<file path="src/rtl/core/jsu_pkg.sv">
// ----------------------------------------------------------------------------
// jsu_pkg
// Shared types and codes of the JSON string unescape unit.
// ----------------------------------------------------------------------------
`default_nettype none

package jsu_pkg;

  localparam int PhaseW = 3;
  localparam int CpW    = 16;
  localparam int ByteW  = 8;
  localparam int KindW  = 2;
  localparam int ErrW   = 2;
  localparam int CntW   = 2;
  localparam int MaxRes = 3;

  localparam logic [PhaseW-1:0] PH_IDLE = 3'd0;
  localparam logic [PhaseW-1:0] PH_STR  = 3'd1;
  localparam logic [PhaseW-1:0] PH_ESC  = 3'd2;
  localparam logic [PhaseW-1:0] PH_HEX1 = 3'd3;
  localparam logic [PhaseW-1:0] PH_HEX2 = 3'd4;
  localparam logic [PhaseW-1:0] PH_HEX3 = 3'd5;
  localparam logic [PhaseW-1:0] PH_HEX4 = 3'd6;

  localparam logic [KindW-1:0] K_DATA  = 2'd0;
  localparam logic [KindW-1:0] K_CLOSE = 2'd1;
  localparam logic [KindW-1:0] K_ERROR = 2'd2;

  localparam logic [ErrW-1:0] E_NONE   = 2'd0;
  localparam logic [ErrW-1:0] E_ESC    = 2'd1;
  localparam logic [ErrW-1:0] E_HEX    = 2'd2;
  localparam logic [ErrW-1:0] E_UNTERM = 2'd3;

  typedef struct packed {
    logic [KindW-1:0] kind;
    logic [ByteW-1:0] data;
    logic [ErrW-1:0]  err;
  } res_t;

  typedef struct packed {
    logic [CntW-1:0]  cnt;
    res_t [MaxRes-1:0] res;
  } bundle_t;

  typedef struct packed {
    logic [PhaseW-1:0] phase;
    logic [CpW-1:0]    cp;
    bundle_t           bun;
  } dec_out_t;

endpackage

`default_nettype wire

</file>
<file path="src/rtl/core/jsu_dec.sv">
// ----------------------------------------------------------------------------
// jsu_dec
// Combinational decode of one string byte against the current decoder state.
// ----------------------------------------------------------------------------
`default_nettype none

module jsu_dec (
  input  wire logic [jsu_pkg::PhaseW-1:0] phase,
  input  wire logic [jsu_pkg::CpW-1:0]    cp,
  input  wire logic                       start_req,
  input  wire logic [jsu_pkg::ByteW-1:0]  text_byte,
  input  wire logic                       end_of_text,
  output jsu_pkg::dec_out_t               dec
);

  logic [jsu_pkg::PhaseW-1:0] ph;
  logic [jsu_pkg::CpW-1:0]    cp_in;
  logic [jsu_pkg::CpW-1:0]    cp_new;
  logic [3:0]                 hex;
  logic                       hex_ok;
  logic [jsu_pkg::ByteW-1:0]  esc;
  logic                       esc_ok;

  always_comb begin
    hex    = 4'd0;
    hex_ok = 1'b1;
    if (text_byte >= 8'h30 && text_byte <= 8'h39) begin
      hex = text_byte[3:0];
    end else if ((text_byte >= 8'h61 && text_byte <= 8'h66) ||
                 (text_byte >= 8'h41 && text_byte <= 8'h46)) begin
      hex = text_byte[3:0] + 4'd9;
    end else begin
      hex_ok = 1'b0;
    end
  end

  always_comb begin
    esc_ok = 1'b1;
    case (text_byte)
      8'h22:   esc = 8'h22;
      8'h5C:   esc = 8'h5C;
      8'h2F:   esc = 8'h2F;
      8'h62:   esc = 8'h08;
      8'h66:   esc = 8'h0C;
      8'h6E:   esc = 8'h0A;
      8'h72:   esc = 8'h0D;
      8'h74:   esc = 8'h09;
      default: begin
        esc    = 8'h00;
        esc_ok = 1'b0;
      end
    endcase
  end

  assign ph     = start_req ? jsu_pkg::PH_STR : phase;
  assign cp_in  = start_req ? '0 : cp;
  assign cp_new = {cp_in[jsu_pkg::CpW-5:0], hex};

  always_comb begin
    dec       = '0;
    dec.phase = ph;
    dec.cp    = cp_in;
    if (ph == jsu_pkg::PH_IDLE || ph > jsu_pkg::PH_HEX4) begin
      dec.phase = jsu_pkg::PH_IDLE;
    end else if (end_of_text) begin
      dec.bun.cnt           = 2'd1;
      dec.bun.res[0].kind   = jsu_pkg::K_ERROR;
      dec.bun.res[0].err    = jsu_pkg::E_UNTERM;
      dec.phase             = jsu_pkg::PH_IDLE;
    end else if (ph == jsu_pkg::PH_STR) begin
      if (text_byte == 8'h22) begin
        dec.bun.cnt         = 2'd1;
        dec.bun.res[0].kind = jsu_pkg::K_CLOSE;
        dec.phase           = jsu_pkg::PH_IDLE;
      end else if (text_byte == 8'h5C) begin
        dec.phase           = jsu_pkg::PH_ESC;
      end else begin
        dec.bun.cnt         = 2'd1;
        dec.bun.res[0].kind = jsu_pkg::K_DATA;
        dec.bun.res[0].data = text_byte;
      end
    end else if (ph == jsu_pkg::PH_ESC) begin
      if (esc_ok) begin
        dec.bun.cnt         = 2'd1;
        dec.bun.res[0].data = esc;
        dec.phase           = jsu_pkg::PH_STR;
      end else if (text_byte == 8'h75) begin
        dec.cp              = '0;
        dec.phase           = jsu_pkg::PH_HEX1;
      end else begin
        dec.bun.cnt         = 2'd1;
        dec.bun.res[0].kind = jsu_pkg::K_ERROR;
        dec.bun.res[0].err  = jsu_pkg::E_ESC;
        dec.phase           = jsu_pkg::PH_IDLE;
      end
    end else if (!hex_ok) begin
      dec.bun.cnt           = 2'd1;
      dec.bun.res[0].kind   = jsu_pkg::K_ERROR;
      dec.bun.res[0].err    = jsu_pkg::E_HEX;
      dec.phase             = jsu_pkg::PH_IDLE;
    end else if (ph == jsu_pkg::PH_HEX4) begin
      dec.cp    = '0;
      dec.phase = jsu_pkg::PH_STR;
      if (cp_new < 16'h0080) begin
        dec.bun.cnt         = 2'd1;
        dec.bun.res[0].data = cp_new[7:0];
      end else if (cp_new < 16'h0800) begin
        dec.bun.cnt         = 2'd2;
        dec.bun.res[0].data = {3'b110, cp_new[10:6]};
        dec.bun.res[1].data = {2'b10, cp_new[5:0]};
      end else begin
        dec.bun.cnt         = 2'd3;
        dec.bun.res[0].data = {4'b1110, cp_new[15:12]};
        dec.bun.res[1].data = {2'b10, cp_new[11:6]};
        dec.bun.res[2].data = {2'b10, cp_new[5:0]};
      end
    end else begin
      dec.cp    = cp_new;
      dec.phase = ph + 3'd1;
    end
  end

endmodule

`default_nettype wire

</file>
<file path="src/rtl/core/json_string_unescape_utf8_unit.sv">
// ----------------------------------------------------------------------------
// json_string_unescape_utf8_unit
// Streaming decoder of JSON string bodies into UTF-8 bytes.
// ----------------------------------------------------------------------------
// An input byte is registered, decoded combinationally into a group of up to
// three results, and the group waits in an output register while it is sent
// one result per cycle while out_tready is high. A new byte is taken every
// cycle as long as each byte gives at most one result and the output is not
// stalled; a unicode escape that yields two or three bytes holds the input
// while the output register drains. An input transfer is held in the input
// register, then its results are loaded into the output register.
`default_nettype none

module json_string_unescape_utf8_unit (
  input  wire logic       clk,
  input  wire logic       rst_n,
  input  wire logic       in_tvalid,
  output      logic       in_tready,
  input  wire logic [7:0] in_tdata,   // [7:0] text_byte
  input  wire logic       in_tuser,   // [0] start_req
  input  wire logic       in_tlast,   // end_of_text
  output      logic       out_tvalid,
  input  wire logic       out_tready,
  output      logic [15:0] out_tdata, // [7:0] data_byte, [9:8] error_code, rest 0
  output      logic [1:0] out_tuser,  // [1:0] kind
  output      logic       out_tlast   // last
);

  logic                       s1_vld_r;
  logic                       s1_start_r;
  logic [jsu_pkg::ByteW-1:0]  s1_byte_r;
  logic                       s1_eot_r;
  logic [jsu_pkg::PhaseW-1:0] phase_r;
  logic [jsu_pkg::CpW-1:0]    cp_r;
  logic                       bv_r;
  jsu_pkg::bundle_t           bun_r;
  logic [jsu_pkg::CntW-1:0]   idx_r;

  jsu_pkg::dec_out_t dec;
  jsu_pkg::res_t     cur;
  logic              in_fire;
  logic              out_fire;
  logic              bun_done;
  logic              bun_free;
  logic              s1_adv;
  logic              load;

  jsu_dec u_dec (
    .phase       (phase_r),
    .cp          (cp_r),
    .start_req   (s1_start_r),
    .text_byte   (s1_byte_r),
    .end_of_text (s1_eot_r),
    .dec         (dec)
  );

  assign cur       = bun_r.res[idx_r];
  assign out_fire  = out_tvalid && out_tready;
  assign bun_done  = out_fire && (idx_r == bun_r.cnt - 2'd1);
  assign bun_free  = !bv_r || bun_done;
  assign s1_adv    = s1_vld_r && (bun_free || dec.bun.cnt == 2'd0);
  assign load      = s1_adv && dec.bun.cnt != 2'd0;
  assign in_tready = !s1_vld_r || s1_adv;
  assign in_fire   = in_tvalid && in_tready;

  assign out_tvalid = bv_r;
  assign out_tuser  = cur.kind;
  assign out_tdata  = {6'd0, cur.err, cur.data};
  assign out_tlast  = idx_r == bun_r.cnt - 2'd1;

  always_ff @(posedge clk) begin
    if (!rst_n) begin
      s1_vld_r <= 1'b0;
      phase_r  <= jsu_pkg::PH_IDLE;
      cp_r     <= '0;
      bv_r     <= 1'b0;
      idx_r    <= '0;
    end else begin
      if (in_fire) begin
        s1_vld_r <= 1'b1;
      end else if (s1_adv) begin
        s1_vld_r <= 1'b0;
      end
      if (s1_adv) begin
        phase_r <= dec.phase;
        cp_r    <= dec.cp;
      end
      if (load) begin
        bv_r  <= 1'b1;
        idx_r <= '0;
      end else if (bun_done) begin
        bv_r  <= 1'b0;
      end else if (out_fire) begin
        idx_r <= idx_r + 2'd1;
      end
    end
  end

  always_ff @(posedge clk) begin
    if (in_fire) begin
      s1_start_r <= in_tuser;
      s1_byte_r  <= in_tdata;
      s1_eot_r   <= in_tlast;
    end
    if (load) begin
      bun_r <= dec.bun;
    end
  end

endmodule

`default_nettype wire

</file>
<file path="config.mk">
export PLATFORM = sky130hd
export DESIGN_NAME = json_string_unescape_utf8_unit
export DESIGN_NICKNAME = d
export VERILOG_FILES = /design/src/rtl/core/jsu_pkg.sv /design/src/rtl/core/jsu_dec.sv /design/src/rtl/core/json_string_unescape_utf8_unit.sv
export SDC_FILE = /design/constraint.sdc
export NUM_CORES = 1
export LEC_CHECK = 0
export BUFFER_PORTS_ARGS = -buffer_cell sky130_fd_sc_hd__buf_2
export CAP_MARGIN = 0
export CORE_UTILIZATION = 46
export CTS_BUF_LIST = sky130_fd_sc_hd__clkbuf_8
export CTS_CLUSTER_SIZE = 14
export DETAILED_ROUTE_END_ITERATION = 6
export GPL_TIMING_DRIVEN = 0
export PLACE_DENSITY = 0.65
export SLEW_MARGIN = 20
export SYNTH_ARGS = -nofsm -noshare
export SYNTH_HDL_FRONTEND = slang
export SYNTH_SLANG_ARGS = --single-unit
</file>
<file path="constraint.sdc">
create_clock -name clk -period 4 [get_ports clk]
set_input_delay 1.2 -clock clk [delete_from_list [all_inputs] [get_ports clk]]
set_output_delay 1.2 -clock clk [all_outputs]
set_load 0.01 [all_outputs]
</file>
==> flow_summary.toml <==
[status]
status = "complete, no violations"

[timing]
fin_crit_sh = 0.969
finalWorstSetupSlack_ns = 0.123
hold_viol_final = 0
tns_ns = 0
rsz0062_at_grt = "no"
tightest_slew_ns = 0.781
fin_worst_skew_ns = 0.00572
drv_slew = 0
post-route-min-period_ns = 3.88
hold_slack_ns = 0.526
finalSetupViolCount = 0
relSlewSlack = 0.479
max_freq_mhz = 258

[global_route]
grt_pass1_vias = 2489
grt_pass1_wl_mm = 12.6
antenna_found_initial = 0
grt_overflow = 0
grt_usage = 0.226
grt_max_degree = 30

[clock_tree]
htreeDepth = 3
clk_latency_ns = 0.35
clock-sinks = 57
path_clk_slew_ns = 0.07
ctsHoldBuffers = 0
cts-root-buf = "clkbuf_8"
cts_tree = "done"
clk_path_buf_depth = 2
cts_buffers = 9

[synth]
synthTopCellsByCount = "edfxtp_1 (38), nor2_1 (34), nand2_1 (21)"
synth_cells = 323
async_reset_ff_frac = 0
ys_ff_latch = 57
ys.warnings.count = 0
syn-cell-area_um2 = 3280
ys_types = 75
ys_seq_area_frac = 0.463
synth_flop_cell = "edfxtp_1"
synth_top_area_frac = 0.348
yosysMostFrequentCell = "edfxtp_1"
synth_area_leader_cell = "edfxtp_1"
avgSynthCellArea_um2 = 10.2
synth_enable_flop_cells = 38
yosys-top-cells-area = "edfxtp_1 (35%), dfxtp_1 (12%), nor2_1 (3.9%), a21oi_1 (2.9%), mux2i_1 (2.7%)"

[route]
dr_total_vias = 2702
viasPerCell = 5.71
drt-wirelength-per-cell_um = 16.6
post-route-drc-count = 0
dr.pass1.iters = 7
drt-total-wl_mm = 7.85
drtIter0Drc = 249
ant_nets = 0

[layout]
drive_above_1_share = 0.244
syn2layout_area_growth_pct = 17.7
final_cells = 473
stdcell_area_um2 = 3860
final_nets = 390
n_antenna_cell = 0

[die]
initial_core_util = 0.481
core_area_um2 = 6830
die_width_um = 86.5
io_pins = 35
dieArea_um2 = 7480
core.rowCount = 30
die_y_um = 86.5

[placement]
port_buffers = 28
dp_slack_ns = 0.0452
dp.cells = 452
place_congestion = 0.896
placed_cell_area_um2 = 3570
place_hpwl_mm = 5.56

[worst_setup_path]
end_kind = "primary output"
worstRegToRegCells = 11
cp_slowest_cell = "a2111oi_4"
path_buf_inv = 3
cpLargestDelayFamily = "compound AO/OA/AOI/OAI gates"
crit_top_cell = "o21ai_4"
worstSetupPathType = "reg2out"
cp.required_ns = 2.80
critPathMaxStageDelay_ns = 0.48
cp_max_fo = 8
arrival_ns = 2.68
critPathLaunchType = "register"
crit_cells = 11
path_cells = "inv_2 -> ha_4 -> o21bai_1 -> a2111oi_4 -> o21ai_4 -> nor2_4 -> nand2_4 -> inv_4 -> o21ai_4 -> or2_4 -> buf_2"

[power]
p_leak_uw = 0.00136
peakVddDrop_v = 0.000171
power_density_nw_per_um2 = 359

[job]
maxCapViolCount = 0

[worst_hold_path]
hold_depth = 1
hp-class = "reg2reg"
[layer usage]
metal	vias to the layer above	wire (um)	GRT usage
met1	1265	3490	0.295
met3	21	510	0.0600
met5	-	0	0
li1	1295	-	-
met2	121	3610	0.347
met4	0	243	0.114
[layout make-up]
cell class	count	area, um2
flip-flops and latches	57	1520
clock inverters	7	93.8
inverters	13	51.3
fillers	607	2970
plain buffers	18	119
repair buffers	33	178
multi-input cells	240	1660
well taps	96	120
clock buffers	9	124
[worst paths after layout]
kind                     start           end  slack (ns)
setup / recovery  s1_byte_r[0]     in_tready        0.12
hold / removal        cp_r[10]      cp_r[10]        0.53
setup reg to reg  s1_byte_r[0]  s1_byte_r[0]        1.03
hold reg to reg       cp_r[10]      cp_r[10]        0.53
[logic make-up (layout without fill, tap and decap cells)]
family | Yosys count | in the layout | share of synthesized area
buffers and inverters | 31 | 80 | 0.0511
AND/OR/NAND/NOR | 121 | 121 | 0.204
multiplexers | 9 | 9 | 0.0274
XOR/XNOR | 5 | 5 | 0.0133
other | 1 | 6 | 0.00114
adder cells (fa/ha/maj) | 4 | 4 | 0.0152
AO/OA/AOI/OAI | 95 | 95 | 0.224
flip-flops | 57 | 57 | 0.463
[layout by cell type, fill, tap and decap left out, types with 5 or more instances in the layout]
master    count
inv_1        10
a21oi_1      19
conb_1        6
dfxtp_1      19
and2_1        7
nor3_1        7
o21ai_0      15
buf_4        12
nand3_1       6
or3_1         5
buf_2        30
nand2b_1      5
nor2b_1       5
nor2_1       34
a22o_1       10
nand2_1      21
mux2i_1       9
clkbuf_8      9
edfxtp_1     38
[repair_timing]
action / in CTS / in global routing
setup endpoints to repair: 1 / 1
pin swaps: 2 / 2
setup buffers: 4 / 1
resized for setup: 3 / 6
[metrics by stage]
step	total power, uW	utilization
after floorplan	758	-
after global placement	794	0.521
after detailed placement	796	0.523
after CTS	1390	0.562
after global routing	1440	0.566
final	1390	0.566
[registers in the layout (all words and copies together), names as in the netlist]
signal and count:
phase_r 3, cp_r 12, s1_byte_r 8, s1_start_r 1, idx_r 2, s1_vld_r 1, out_tvalid 1, bun_r 28
s1_eot_r 1
[report_power, final]
| part | internal [uW] | switching (uW) |
|---|---|---|
| clock | 350 | 246 |
| combinational | 52.6 | 78.0 |
| sequential | 647 | 14.3 |
| total | 1050 | 339 |
Power figures use the tool's default switching activity.
